$ cat src/sv/mme_pkg.sv
// shared types, constants and helpers of the matrix multiply engine
// no dependencies; imported by the controller, the datapath and the top level
`default_nettype none

package mme_pkg;

   // default for the largest matrix dimension
   localparam int MAX_DIM_DEF = 8;

   // field widths
   localparam int TYPE_W  = 2;
   localparam int IDX_W   = 3;
   localparam int ELEM_W  = 32;
   localparam int SIZE_W  = 4;
   localparam int VALUE_W = 64;

   // stream word widths, fields packed from bit 0 and padded to bytes
   localparam int REQ_TDATA_W = 40;
   localparam int RSP_TDATA_W = 72;

   // configuration port
   localparam int CSR_IDX_W = 2;

   // request kinds
   localparam logic [TYPE_W-1:0] REQ_LOAD_A  = 2'd0;
   localparam logic [TYPE_W-1:0] REQ_LOAD_B  = 2'd1;
   localparam logic [TYPE_W-1:0] REQ_COMPUTE = 2'd2;

   // register indexes
   localparam logic [CSR_IDX_W-1:0] CSR_OUT_ROWS   = 2'd0;
   localparam logic [CSR_IDX_W-1:0] CSR_INNER_SIZE = 2'd1;
   localparam logic [CSR_IDX_W-1:0] CSR_OUT_COLS   = 2'd2;

   localparam logic [SIZE_W-1:0] SIZE_RESET = 4'd8;

   // commands from the controller to the datapath
   typedef struct packed {
      logic             wr_a;
      logic             wr_b;
      logic [IDX_W-1:0] wr_row;
      logic [IDX_W-1:0] wr_col;
      logic             rd_en;
      logic [IDX_W-1:0] rd_row;
      logic [IDX_W-1:0] rd_inner;
      logic [IDX_W-1:0] rd_col;
      logic             acc_clear;
      logic             out_load;
      logic             out_last;
   } mme_cmd_type;

   // status from the datapath to the controller
   typedef struct packed {
      logic out_free;
   } mme_sts_type;

   // zero acts as one, anything above the largest dimension as the largest
   function automatic logic [SIZE_W-1:0] eff_size(input logic [SIZE_W-1:0] r,
                                                  input logic [SIZE_W-1:0] max_dim);
      logic [SIZE_W-1:0] e;
      if (r == '0) begin
         e = SIZE_W'(1);
      end else if (r > max_dim) begin
         e = max_dim;
      end else begin
         e = r;
      end
      return e;
   endfunction

endpackage

`default_nettype wire

$ cat src/sv/mme_ctrl.sv
// controller of the matrix multiply engine: size registers, load decode,
// and the row / column / inner loop sequencer; uses mme_pkg
`default_nettype none

module mme_ctrl #(
   parameter int MAX_DIM = mme_pkg::MAX_DIM_DEF
) (
   input  wire logic                           clock,
   input  wire logic                           reset,
   input  wire logic                           req_tvalid,
   output logic                                req_tready,
   input  wire logic [mme_pkg::TYPE_W-1:0]     req_type,
   input  wire logic [mme_pkg::IDX_W-1:0]      req_row,
   input  wire logic [mme_pkg::IDX_W-1:0]      req_col,
   input  wire logic                           csr_valid,
   output logic                                csr_ready,
   input  wire logic [mme_pkg::CSR_IDX_W-1:0]  csr_index,
   input  wire logic [mme_pkg::SIZE_W-1:0]     csr_data,
   output mme_pkg::mme_cmd_type                cmd,
   input  wire mme_pkg::mme_sts_type           sts
);
   import mme_pkg::*;

   localparam int CNT_W = (MAX_DIM > 1) ? $clog2(MAX_DIM) : 1;
   localparam logic [SIZE_W-1:0] MAX_SIZE = SIZE_W'(MAX_DIM);

   localparam logic [1:0] ST_IDLE  = 2'd0;
   localparam logic [1:0] ST_MAC   = 2'd1;
   localparam logic [1:0] ST_DRAIN = 2'd2;
   localparam logic [1:0] ST_EMIT  = 2'd3;

   logic [1:0]        state_ff, state_in;
   logic [SIZE_W-1:0] rows_ff, rows_in;
   logic [SIZE_W-1:0] inner_ff, inner_in;
   logic [SIZE_W-1:0] cols_ff, cols_in;
   logic [CNT_W-1:0]  i_ff, i_in;
   logic [CNT_W-1:0]  j_ff, j_in;
   logic [CNT_W-1:0]  k_ff, k_in;
   logic              drain_ff, drain_in;

   logic [SIZE_W-1:0] nr, ni, nc;
   logic              k_last, j_last, i_last;
   logic              req_acc;

   assign nr = eff_size(rows_ff, MAX_SIZE);
   assign ni = eff_size(inner_ff, MAX_SIZE);
   assign nc = eff_size(cols_ff, MAX_SIZE);

   assign k_last = (SIZE_W'(k_ff) == ni - SIZE_W'(1));
   assign j_last = (SIZE_W'(j_ff) == nc - SIZE_W'(1));
   assign i_last = (SIZE_W'(i_ff) == nr - SIZE_W'(1));

   assign req_tready = (state_ff == ST_IDLE);
   assign csr_ready  = 1'b1;
   assign req_acc    = req_tvalid && req_tready;

   // size registers
   always_comb begin
      rows_in  = rows_ff;
      inner_in = inner_ff;
      cols_in  = cols_ff;
      if (csr_valid) begin
         unique case (csr_index)
            CSR_OUT_ROWS:   rows_in  = csr_data;
            CSR_INNER_SIZE: inner_in = csr_data;
            CSR_OUT_COLS:   cols_in  = csr_data;
            default: ;
         endcase
      end
   end

   always_comb begin
      state_in = state_ff;
      i_in     = i_ff;
      j_in     = j_ff;
      k_in     = k_ff;
      drain_in = drain_ff;

      cmd           = '0;
      cmd.wr_row    = req_row;
      cmd.wr_col    = req_col;
      cmd.rd_row    = IDX_W'(i_ff);
      cmd.rd_inner  = IDX_W'(k_ff);
      cmd.rd_col    = IDX_W'(j_ff);
      cmd.out_last  = i_last && j_last;

      unique case (state_ff)
         ST_IDLE: begin
            if (req_acc) begin
               unique case (req_type)
                  REQ_LOAD_A: begin
                     cmd.wr_a = ({1'b0, req_row} < nr) && ({1'b0, req_col} < ni);
                  end
                  REQ_LOAD_B: begin
                     cmd.wr_b = ({1'b0, req_row} < ni) && ({1'b0, req_col} < nc);
                  end
                  REQ_COMPUTE: begin
                     i_in     = '0;
                     j_in     = '0;
                     k_in     = '0;
                     state_in = ST_MAC;
                  end
                  default: ;
               endcase
            end
         end
         ST_MAC: begin
            cmd.rd_en     = 1'b1;
            cmd.acc_clear = (k_ff == '0);
            if (k_last) begin
               k_in     = '0;
               drain_in = 1'b0;
               state_in = ST_DRAIN;
            end else begin
               k_in = k_ff + CNT_W'(1);
            end
         end
         ST_DRAIN: begin
            // read and multiply stages still in flight
            drain_in = 1'b1;
            if (drain_ff) begin
               state_in = ST_EMIT;
            end
         end
         ST_EMIT: begin
            if (sts.out_free) begin
               cmd.out_load = 1'b1;
               if (i_last && j_last) begin
                  state_in = ST_IDLE;
               end else if (j_last) begin
                  j_in     = '0;
                  i_in     = i_ff + CNT_W'(1);
                  state_in = ST_MAC;
               end else begin
                  j_in     = j_ff + CNT_W'(1);
                  state_in = ST_MAC;
               end
            end
         end
         default: state_in = ST_IDLE;
      endcase
   end

   always_ff @(posedge clock) begin
      if (reset) begin
         state_ff <= ST_IDLE;
         rows_ff  <= SIZE_RESET;
         inner_ff <= SIZE_RESET;
         cols_ff  <= SIZE_RESET;
         i_ff     <= '0;
         j_ff     <= '0;
         k_ff     <= '0;
         drain_ff <= 1'b0;
      end else begin
         state_ff <= state_in;
         rows_ff  <= rows_in;
         inner_ff <= inner_in;
         cols_ff  <= cols_in;
         i_ff     <= i_in;
         j_ff     <= j_in;
         k_ff     <= k_in;
         drain_ff <= drain_in;
      end
   end

endmodule

`default_nettype wire

$ cat config.mk
export PLATFORM = sky130hd
export DESIGN_NAME = mme_ctrl
export DESIGN_NICKNAME = d
export VERILOG_FILES = /design/src/sv/mme_pkg.sv /design/src/sv/mme_ctrl.sv
export SDC_FILE = /design/constraint.sdc
export NUM_CORES = 1
export LEC_CHECK = 0
export BUFFER_PORTS_ARGS = -buffer_cell sky130_fd_sc_hd__buf_4
export CAP_MARGIN = 20
export CORE_UTILIZATION = 40
export CTS_CLUSTER_DIAMETER = 120
export DETAILED_ROUTE_END_ITERATION = 8
export PLACE_DENSITY_LB_ADDON = 0.2
export SYNTH_ARGS = -nofsm -noshare
export SYNTH_HDL_FRONTEND = slang
export SYNTH_SLANG_ARGS = --single-unit
$ cat constraint.sdc
create_clock -name clock -period 5.5 [get_ports clock]
set_clock_uncertainty 0.15 [all_clocks]
set_input_delay 0 -clock clock [delete_from_list [all_inputs] [get_ports clock]]
set_output_delay 0 -clock clock [all_outputs]
set_load 0.005 [all_outputs]
# Yosys cells after proc, flatten, opt, wreduce, memory -nomap -nowiden
# Index checks and enable logic that the tools add are counted.
[totals]
out_inout_bits = 23
reg_bits = 24
inputBits = 19
wordCells = 95
[classes]
n_reduce_logical = 22
mux = 35
order_cmp = 7
n_addsub = 6
eq_ne = 17
[ops]
columns = ["op", "n"]
rows = [
  ["$mux W3", 9],
  ["$mux W4", 6],
  ["$pmux W3 S2", 3],
  ["$lt A3 B4 Y1", 4],
  ["$mux W2", 7],
  ["$eq A3 B4 Y1", 3],
  ["$gt A4 B4 Y1 const B", 3],
  ["$logic_not A4 Y1", 3],
  ["$sub A4 B1 Y4 const B", 3],
  ["$ne A2 B2 Y1 const B", 5],
  ["$reduce_and A5 Y1", 2],
  ["$add A3 B1 Y3 const B", 3],
  ["$eq A2 B2 Y1 const B", 4],
  ["$mux W1", 8],
  ["$pmux W2 S4", 1],
  ["$reduce_and A2 Y1", 4],
  ["$eq A2 B1 Y1 const B", 3],
  ["$logic_not A2 Y1", 3],
  ["$reduce_and A6 Y1", 1],
  ["$reduce_bool A2 Y1", 3],
  ["$logic_and A1 B1 Y1", 4],
  ["$ne A2 B1 Y1 const B", 2],
  ["$logic_not A3 Y1", 1],
  ["$reduce_and A3 Y1", 1],
  ["$pmux W1 S2", 1],
]

# Longest topological paths before layout
# Gate-level depths: netlist (run 1).
[depth]
ltp_word = 9
mapped_depth = 9

# Worst setup path after synthesis (run 1)
# OpenSTA, ideal clock, no wires.
[synth_path]
path_kind = "reg-to-reg"
from = "register inner_ff[1]"
to = "register state_ff[0]"
setup_ns = 0.132
stages_incl_launch_ff = 10
required_ns = 5.218
t_arrival_ns = 2.350
path_slack_ns = 2.868
path_cell_list = "dfxtp_1 > o21ba_2 > or2_2 > ha_1 > xor2_1 > xnor2_1 > o41ai_4 > nand3_2 > a2111oi_4 > a211oi_2"
[synth_between]
elab_chain_len = 7
elab_cells_between_ends = 8
cone_classes = "add/sub: 1; order compare: 1; eq/ne: 2; mux: 2; reduce/logical: 2"
[synth_rtl]
columns = ["element", "line_no", "rtl"]
rows = [
  ["start, declared", "mme_ctrl.sv:34", "logic [SIZE_W-1:0] inner_ff, inner_in;"],
  ["start signal, assigned", "mme_ctrl.sv:157", "inner_ff <= inner_in;"],
  ["$gt A4 B4 Y1", "mme_pkg.sv:62", "end else if (r > max_dim) begin"],
  ["$mux W4", "mme_pkg.sv:62", ""],
  ["$mux W4 (*)", "mme_pkg.sv:60", "if (r == '0) begin"],
  ["$sub A4 B1 Y4 (*)", "mme_ctrl.sv:49", "assign k_last = (SIZE_W'(k_ff) == ni - SIZE_W'(1));"],
  ["$eq A3 B4 Y1 (*)", "mme_ctrl.sv:49", ""],
  ["$ne A2 B2 Y1 (no source line) (*)", "--", ""],
  ["$reduce_and A5 Y1 (no source line) (*)", "--", ""],
  ["end signal, assigned", "mme_ctrl.sv:155", "state_ff <= state_in;"],
  ["end, declared", "mme_ctrl.sv:32", "logic [1:0] state_ff, state_in;"],
]
# Every way passes the cells marked *; elsewhere a longest branch is shown, timed or not.
# A chain may end at the register's enable or synchronous reset.

# Worst setup path in the final report (run 1)
# Same ends and word-level chain as after synthesis.

==> results.toml, run 1 <==
[outcome]
run_status = "finished, final reports clean"

[clock_tree]
cts.sink_count = 24
numCtsBuffers = 3
tritoncts = "built"
postCtsSetupBuffers = 0
clk_pin_slew_ns = 0.09
worstSkewPairLatency_ns = 0.27
clock_root_buffer_master = "sky130_fd_sc_hd__clkbuf_8"
cts.path.max_buffers = 2
htree_levels = 1

[yosys]
yosysWarnings = 0
synth_area_leaders = "sky130_fd_sc_hd__dfxtp_1 (27%), sky130_fd_sc_hd__ha_1 (14%), sky130_fd_sc_hd__mux2i_1 (6.3%)"
synthesis.instances = 205
synth-seq-area-share = 0.275
syn-cell-area_mm2 = 0.00175
synth-async-reset-ratio = 0
yosysTopAreaCell = "sky130_fd_sc_hd__dfxtp_1"
yosysUniqueCellTypes = 44
yosysMostFrequentCell = "sky130_fd_sc_hd__dfxtp_1"
yosys_most_used_dff = "sky130_fd_sc_hd__dfxtp_1"
synth_enable_flop_cells = 0
synth.top_cell.area_share = 0.275
postSynthNetCount = 243
synthTopCellsByCount = "sky130_fd_sc_hd__dfxtp_1 (24), sky130_fd_sc_hd__nor2_1 (21), sky130_fd_sc_hd__ha_1 (19)"
ys_ff_latch = 24
average_instance_area_after_synthesis_um2 = 8.53

[timing]
achievable-frequency_mhz = 364
slew-limit-headroom = 0.473
finalSetupTns_ns = 0
slew_viol_final = 0
finalWorstPathRequiredPeriod_ns = 2.75
worstMarginPinSlew_ns = 0.789
setup_violations = 0
timing_hold_violations_final = 0
grt_setup_unrepaired = "false"
period_share = 0.500

[floorplanning]
placementRows = 23
initial_core_util = 0.428
die_w_um = 68.1
floorplan.io_pins = 42
die-area_mm2 = 0.00464
chipHeight_um = 68.1
placeableCoreArea_mm2 = 0.00409

[drt]
num_vias = 1581
drtIter0Drc = 79
avgViaCountPerCell = 5.29
routed_length_per_instance_um = 13.3
dr.pass1.iters = 4
total_length_of_routed_wires_um = 3980
detail_route.drc_violations = 0
drtAntennaViolNets = 0

[setup_path]
start_kind = "flop"
critPathRequiredTime_ns = 5.51
timing.critical_path.fanout_max = 6
cp-end-kind = "flop"
path_class = "reg -> reg"
arrival_ns = 2.76

[power]
power_density_mw_per_mm2 = 242
total_power_uw = 536
p_leak_nw = 0.985
max-vdd-ir-drop_v = 0.000171

[layout]
flow.area_growth_from_synthesis_pct = 26.6
diodes = 0
layout-drive-gt1-share = 0.213
nets = 288
final.fill_count = 393

[place]
place.detailed.hpwl_um = 2960
place.port_buffers = 40
routabilityCongestion = 0.771

[global_routing]
maximum_number_of_pins_on_one_net_before_global_route_repair = 25
first_pass_grt_wire_length_um = 6600
grtUsageTotal = 0.192
globalRouteOverflowTotal = 0
via_count_of_the_first_global_routing_pass = 1475
number_of_antenna_violations_at_the_first_check_in_global_routing = 0

[hold_path]
hold_path.class = "in -> reg"

[run]
maxCapViolCount = 0
==> stage by stage <==
| stage | hold slack [ns] | area [um^2] | worst slack, ns | util | instances |
|---|---|---|---|---|---|
| global route | 0.0507 | 2210 | 2.58 | 0.541 | 299 |
| global placement | 0.0466 | 2050 | 2.78 | 0.502 | 286 |
| detailed placement | 0.0473 | 2050 | 2.75 | 0.502 | 286 |
| CTS | 0.00998 | 2210 | 2.74 | 0.541 | 299 |
| floorplan | -0.0692 | 1750 | 2.87 | - | 205 |
| finish | 0.0136 | 2210 | 2.75 | 0.541 | 299 |
==> state kept, by name, indices dropped and copies added, names as in the netlist <==
register and cells:
rows_ff 4, inner_ff 4, j_ff 3, drain_ff 1
cols_ff 4, state_ff 2, i_ff 3, k_ff 3
==> cell type report <==
| type | instances | area, um^2 | share of cell area |
|---|---|---|---|
| repair buffers | 49 | 390 | 0.176 |
| clock buffers | 3 | 41.3 | 0.0187 |
| inverters | 14 | 52.6 | 0.0238 |
| multi-input cells | 158 | 1150 | 0.522 |
| well taps | 50 | 62.6 | 0.0283 |
| clock inverters | 1 | 30.0 | 0.0136 |
| flip-flops and latches | 24 | 480 | 0.217 |
==> where the power goes <==
part / internal (mW) / switching (mW) / leakage, nW
Clock: 0.0974 / 0.0605 / 0.0357
Combinational: 0.0831 / 0.103 / 0.755
Sequential: 0.184 / 0.00817 / 0.195
Total: 0.364 / 0.172 / 0.985
==> critical path: stages (launching register included) <==
cell	delay, ns
sky130_fd_sc_hd__dfxtp_1	0.33
sky130_fd_sc_hd__o21ba_2	0.22
sky130_fd_sc_hd__or2_2	0.29
sky130_fd_sc_hd__ha_1	0.20
sky130_fd_sc_hd__xor2_1	0.15
sky130_fd_sc_hd__xnor2_1	0.18
sky130_fd_sc_hd__o41ai_4	0.50
sky130_fd_sc_hd__nand3_2	0.19
sky130_fd_sc_hd__a2111oi_4	0.36
sky130_fd_sc_hd__a211oi_2	0.07
==> path summary, 6_finish.rpt <==
path                             from                        to  slack (ns)  depth (start not counted)
min                      csr_index[1]   rows_ff[2]$_SDFFE_PP0P_        0.01                          4
max          inner_ff[1]$_SDFFE_PP0P_  state_ff[0]$_SDFFE_PP0P_        2.75                          9
max reg2reg  inner_ff[1]$_SDFFE_PP0P_  state_ff[0]$_SDFFE_PP0P_        2.75                          9
min reg2reg  inner_ff[0]$_SDFFE_PP0P_  inner_ff[0]$_SDFFE_PP0P_        0.36                          2
==> cell usage in the layout, fill, tap and decap left out, types with 3 or more instances in the layout <==
| cell | netlist | routed |
|---|---|---|
| sky130_fd_sc_hd__a211o_1 | 3 | 3 |
| sky130_fd_sc_hd__dfxtp_1 | 24 | 24 |
| sky130_fd_sc_hd__nand3_1 | 3 | 3 |
| sky130_fd_sc_hd__mux2i_1 | 11 | 11 |
| sky130_fd_sc_hd__clkbuf_8 | 0 | 3 |
| sky130_fd_sc_hd__xor2_1 | 3 | 3 |
| sky130_fd_sc_hd__dlygate4sd3_1 | 0 | 9 |
| sky130_fd_sc_hd__nand2_1 | 16 | 16 |
| sky130_fd_sc_hd__inv_1 | 14 | 14 |
| sky130_fd_sc_hd__or2_2 | 3 | 3 |
| sky130_fd_sc_hd__ha_1 | 19 | 19 |
| sky130_fd_sc_hd__nand3b_1 | 3 | 3 |
| sky130_fd_sc_hd__o21ai_0 | 9 | 9 |
| sky130_fd_sc_hd__nor2_1 | 21 | 21 |
| sky130_fd_sc_hd__xnor2_1 | 6 | 6 |
| sky130_fd_sc_hd__nand2b_1 | 10 | 10 |
| sky130_fd_sc_hd__o31ai_1 | 3 | 3 |
| sky130_fd_sc_hd__buf_4 | 7 | 40 |
| sky130_fd_sc_hd__a311oi_1 | 3 | 3 |
| sky130_fd_sc_hd__o21a_1 | 3 | 3 |
| sky130_fd_sc_hd__a21oi_1 | 11 | 11 |
==> routing by layer <==
layer,wire (um),GRT usage
met1,1920,0.260
met5,0,0
met2,1780,0.308
met4,81,0.0755
met3,204,0.0217
==> logic make-up (layout without fill, tap and decap cells) <==
| group | after synthesis | in the layout | share of synthesized area |
|---|---|---|---|
| fa+ha+maj | 19 | 19 | 0.136 |
| flops | 24 | 24 | 0.275 |
| compound gates | 46 | 46 | 0.203 |
| simple gates | 72 | 72 | 0.212 |
| xor+xnor | 9 | 9 | 0.0451 |
| mux | 11 | 11 | 0.0630 |
| other cells | 1 | 1 | 0.00215 |
| buf+inv | 23 | 67 | 0.0644 |
==> what timing repair did <==
item | CTS | global route
hold endpoints to repair | 21 | 0
resized for setup | 0 | 0
hold buffers | 9 | 0
No activity file was read; power rests on OpenSTA's default activity.
==> inputs of run 2 (changes only) <==
clock period = 2.38 ns   (was 5.5 ns; I/O delays follow)
==> results.toml, run 2 (synthesis gave the netlist of run 1 again) <==
[power]
max-vdd-ir-drop_v = 0.000437
power_density_mw_per_mm2 = 535
p_leak_nw = 1.13

[floorplanning]
floorplan.io_pins = 42
placeableCoreArea_mm2 = 0.00409
placementRows = 23
chipHeight_um = 68.1
initial_core_util = 0.428
die-area_mm2 = 0.00464
die_w_um = 68.1

[outcome]
run_status = "finished with violations"
violated_checks = "setup timing"

[drt]
drtIter0Drc = 64
dr.pass1.iters = 4
avgViaCountPerCell = 5.06
detail_route.drc_violations = 0
drtAntennaViolNets = 0
routed_length_per_instance_um = 13.5
num_vias = 1633
total_length_of_routed_wires_um = 4370

[global_routing]
maximum_number_of_pins_on_one_net_before_global_route_repair = 25
first_pass_grt_wire_length_um = 7180
grtUsageTotal = 0.206
via_count_of_the_first_global_routing_pass = 1569
number_of_antenna_violations_at_the_first_check_in_global_routing = 0
globalRouteOverflowTotal = 0

[setup_path]
timing.critical_path.fanout_max = 3
worst_path_largest_cell_delay_ns = 0.33
worstPathBufferInverterCount = 3
cp_slowest_cell = "sky130_fd_sc_hd__dfxtp_2"
start_kind = "flop"
cp_cell_sequence = "o21ba_4, or2_4, ha_4, xor2_1, o31ai_1, a211o_1, or2_4, buf_6, inv_2, buf_6"
critical_path.top_delay_family = "compound AO/OA/AOI/OAI gates"
critPathRequiredTime_ns = 2.23
path_class = "reg -> out"
cp-end-kind = "output pin"
arrival_ns = 2.38

[timing]
slew-limit-headroom = 0.475
finalWorstPathRequiredPeriod_ns = 2.53
achievable-frequency_mhz = 395
slew_viol_final = 0
timing_hold_violations_final = 0
grt_setup_unrepaired = "true"
setup_violations = 7
period_share = 1.06
worstMarginPinSlew_ns = 0.786
final.setup.worst_slack_ns = -0.154

[clock_tree]
cts.path.max_buffers = 2
htree_levels = 1
clk_pin_slew_ns = 0.09
worstSkewPairLatency_ns = 0.27
clock_root_buffer_master = "sky130_fd_sc_hd__clkbuf_8"
cts.sink_count = 24
tritoncts = "built"
numCtsBuffers = 3

[place]
routabilityCongestion = 0.803
place.detailed.hpwl_um = 3280
place.port_buffers = 40
placed_standard_cell_area_mm2 = 0.00225
place.detailed.instances = 310

[layout]
layout_common_cells = "sky130_fd_sc_hd__buf_4 (64), sky130_fd_sc_hd__dfxtp_1 (22), sky130_fd_sc_hd__nor2_1 (21)"
finalCoreUtilization = 0.612
commonest_non_fill_non_tap_cell_in_the_layout = "sky130_fd_sc_hd__buf_4"
layout.cells.non_filler = 323
nets = 312
diodes = 0
layout-drive-gt1-share = 0.348
reg_top3 = "cols_ff (4), inner_ff (4), rows_ff (4)"
stdcell_area_mm2 = 0.00250
flow.area_growth_from_synthesis_pct = 43.2

[hold_path]
hold_path.class = "in -> reg"

[run]
maxCapViolCount = 0
-- run 2: final cells by class --
cell class,count,area (um^2)
flip-flops and latches,24,483
clock buffers,3,41.3
multi-input cells,158,1260
fillers,365,1580
well taps,50,62.6
inverters,14,52.6
repair buffers,73,573
clock inverters,1,30.0
-- run 2: worst min-delay path, delay by kind of cell --
kind / cells / cell delay, ns
buffers and inverters: 1 / 0.09
multiplexers: 1 / 0.14
AND/OR/NAND/NOR: 2 / 0.18
-- run 2: path summary, 6_finish.rpt --
| kind | from | endpoint | slack, ns | depth (start not counted) |
|---|---|---|---|---|
| setup / recovery | rows_ff[1]$_SDFFE_PP0P_ | cmd[0] | -0.15 | 10 |
| hold / removal | csr_index[1] | rows_ff[0]$_SDFFE_PP0P_ | 0.01 | 4 |
| setup reg to reg | rows_ff[1]$_SDFFE_PP0P_ | state_ff[0]$_SDFFE_PP0P_ | -0.15 | 9 |
| hold reg to reg | cols_ff[0]$_SDFFE_PP0P_ | cols_ff[0]$_SDFFE_PP0P_ | 0.36 | 2 |
-- run 2: metrics by stage --
step	setup TNS (ns)	setup WS [ns]	power, mW	hold slack (ns)
2_1_floorplan	-0.0422	-0.0422	0.737	-0.0692
3_5_place_dp	-0.0531	-0.0531	0.938	0.0434
4_1_cts	-0.181	-0.0999	1.31	0.0149
5_1_grt	-1.71	-0.232	1.42	0.0341
6_report	-0.741	-0.154	1.34	0.0138
3_3_place_gp	-0.0318	-0.0318	0.935	0.0436
-- run 2: where the power goes --
group	internal (mW)	switching, mW	leakage, nW
logic	0.259	0.269	0.894
registers	0.424	0.0196	0.196
clock network	0.225	0.141	0.0357
total	0.909	0.430	1.13
-- run 2: repair_timing --
item	in CTS	in global routing
pin swaps	0	10
hold buffers	7	0
setup buffers	0	2
setup endpoints to repair	4	13
hold endpoints to repair	21	0
resized for setup	5	15
-- run 2: layer usage --
metal	track usage	up-vias	wire length [um]
met4	0.0469	0	44
li1	-	844	-
met1	0.273	753	2110
met2	0.353	31	2100
met5	0	-	0
met3	0.0250	5	123
==> inputs of run 3 (changes only) <==
CTS_BUF_LIST = sky130_fd_sc_hd__clkbuf_16   (was unset)
==> results.toml, run 3 (synthesis gave the netlist of run 1 again) <==
[clock_tree]
numCtsBuffers = 3
worstSkewPairLatency_ns = 0.26
cts.path.max_buffers = 2
htree_levels = 1
clock_root_buffer_master = "sky130_fd_sc_hd__clkbuf_16"
clk_pin_slew_ns = 0.06
cts.sink_count = 24
tritoncts = "built"

[power]
power_density_mw_per_mm2 = 567
p_leak_nw = 1.15
max-vdd-ir-drop_v = 0.000464

[timing]
grt_setup_unrepaired = "true"
achievable-frequency_mhz = 397
worst_hold_slack_ns = 0.0258
finalWorstPathRequiredPeriod_ns = 2.52
timing_hold_violations_final = 0
period_share = 1.06
finalSetupTns_ns = -0.415
final.setup.worst_slack_ns = -0.139
setup_violations = 7
worstMarginPinSlew_ns = 0.758
slew_viol_final = 0
slew-limit-headroom = 0.493

[layout]
diodes = 0
commonest_non_fill_non_tap_cell_in_the_layout = "sky130_fd_sc_hd__buf_4"
nets = 313
final.fill_count = 345
reg_top3 = "cols_ff (4), inner_ff (4), rows_ff (4)"
layout_common_cells = "sky130_fd_sc_hd__buf_4 (65), sky130_fd_sc_hd__dfxtp_1 (21), sky130_fd_sc_hd__nor2_1 (20)"
stdcell_area_mm2 = 0.00259
layout-drive-gt1-share = 0.376
flow.area_growth_from_synthesis_pct = 48.2

[global_routing]
first_pass_grt_wire_length_um = 7140
number_of_antenna_violations_at_the_first_check_in_global_routing = 0
grtUsageTotal = 0.206
globalRouteOverflowTotal = 0
maximum_number_of_pins_on_one_net_before_global_route_repair = 25
via_count_of_the_first_global_routing_pass = 1564

[place]
placed_standard_cell_area_mm2 = 0.00225
routabilityCongestion = 0.803
place.port_buffers = 40
place.detailed.hpwl_um = 3280

[setup_path]
cp_cell_sequence = "o21ba_4, or2_4, ha_4, xor2_1, o31ai_1, a211o_1, or2_4, buf_6, inv_2, buf_6"
critPathRequiredTime_ns = 2.23
worstPathBufferInverterCount = 3
r2r_start = "rows_ff[2]$_SDFFE_PP0P_"
startpoint = "rows_ff[2]$_SDFFE_PP0P_"
cp_slowest_cell = "sky130_fd_sc_hd__dfxtp_2"
path_class = "reg -> out"
critical_path.top_delay_family = "compound AO/OA/AOI/OAI gates"
arrival_ns = 2.37
cp-end-kind = "output pin"
start_kind = "flop"
worst_path_largest_cell_delay_ns = 0.32
timing.critical_path.fanout_max = 3

[floorplanning]
initial_core_util = 0.428
die_w_um = 68.1
placeableCoreArea_mm2 = 0.00409
die-area_mm2 = 0.00464
placementRows = 23
floorplan.io_pins = 42
chipHeight_um = 68.1

[run]
maxCapViolCount = 0

[drt]
drtIter0Drc = 90
drtAntennaViolNets = 0
dr.pass1.iters = 4
avgViaCountPerCell = 5.24
routed_length_per_instance_um = 14.1
total_length_of_routed_wires_um = 4560
num_vias = 1698
detail_route.drc_violations = 0

[outcome]
run_status = "finished with violations"
violated_checks = "setup timing"

[hold_path]
holdCritStartpoint = "csr_index[1]"
hold_path.class = "in -> reg"
## run 3: area by class of cell
class | instances | area, um^2 | area share
clock buffer | 3 | 75.1 | 0.0290
clock inverter | 1 | 30.0 | 0.0116
timing repair buffer | 74 | 582 | 0.225
sequential | 24 | 484 | 0.187
inverter | 14 | 52.6 | 0.0203
multi-input combinational | 158 | 1300 | 0.503
tap | 50 | 62.6 | 0.0242
## run 3: what timing repair did
action	CTS	global route
endpoints found under the setup margin	3	13
pin swaps	1	20
resized for setup	1	28
hold endpoints to repair	21	0
hold buffers	6	0
setup buffers	2	3
## run 3: worst register-to-register path: cells and delay by family (launching register included)
family                   cells  cell delay, ns
buffers and inverters        1            0.15
adder cells (fa/ha/maj)      1            0.26
XOR/XNOR                     1            0.14
flip-flops                   1            0.32
AND/OR/NAND/NOR              2            0.33
AO/OA/AOI/OAI                5            1.04
## run 3: worst paths after layout
path,to,slack (ns),cells after the start
max,cmd[0],-0.14,10
min reg2reg,inner_ff[0]$_SDFFE_PP0P_,0.36,2
min,rows_ff[0]$_SDFFE_PP0P_,0.03,4
max reg2reg,i_ff[0]$_SDFFE_PP0P_,-0.10,10
## run 3: per-stage QoR
step                      power, mW   util  setup slack [ns]  instances
final                          1.47  0.634            -0.139        324
after global routing           1.54  0.634            -0.207        324
after CTS                      1.43  0.594           -0.0852        322
after detailed placement      0.938  0.550           -0.0531        310
after global placement        0.935  0.550           -0.0318        310
after floorplan               0.737      -           -0.0422        205
## run 3: power breakdown
part / internal (mW) / total, mW / switching, mW
logic: 0.263 / 0.538 / 0.275
clock network: 0.335 / 0.486 / 0.151
registers: 0.425 / 0.445 / 0.0196
total: 1.02 / 1.47 / 0.446
## run 3: routing by layer
metal | wire (um) | part of all wire | GRT usage
met5 | 0 | 0 | 0
met4 | 92 | 0.020 | 0.0651
met3 | 159 | 0.035 | 0.0300
met2 | 2140 | 0.47 | 0.346
met1 | 2170 | 0.48 | 0.269
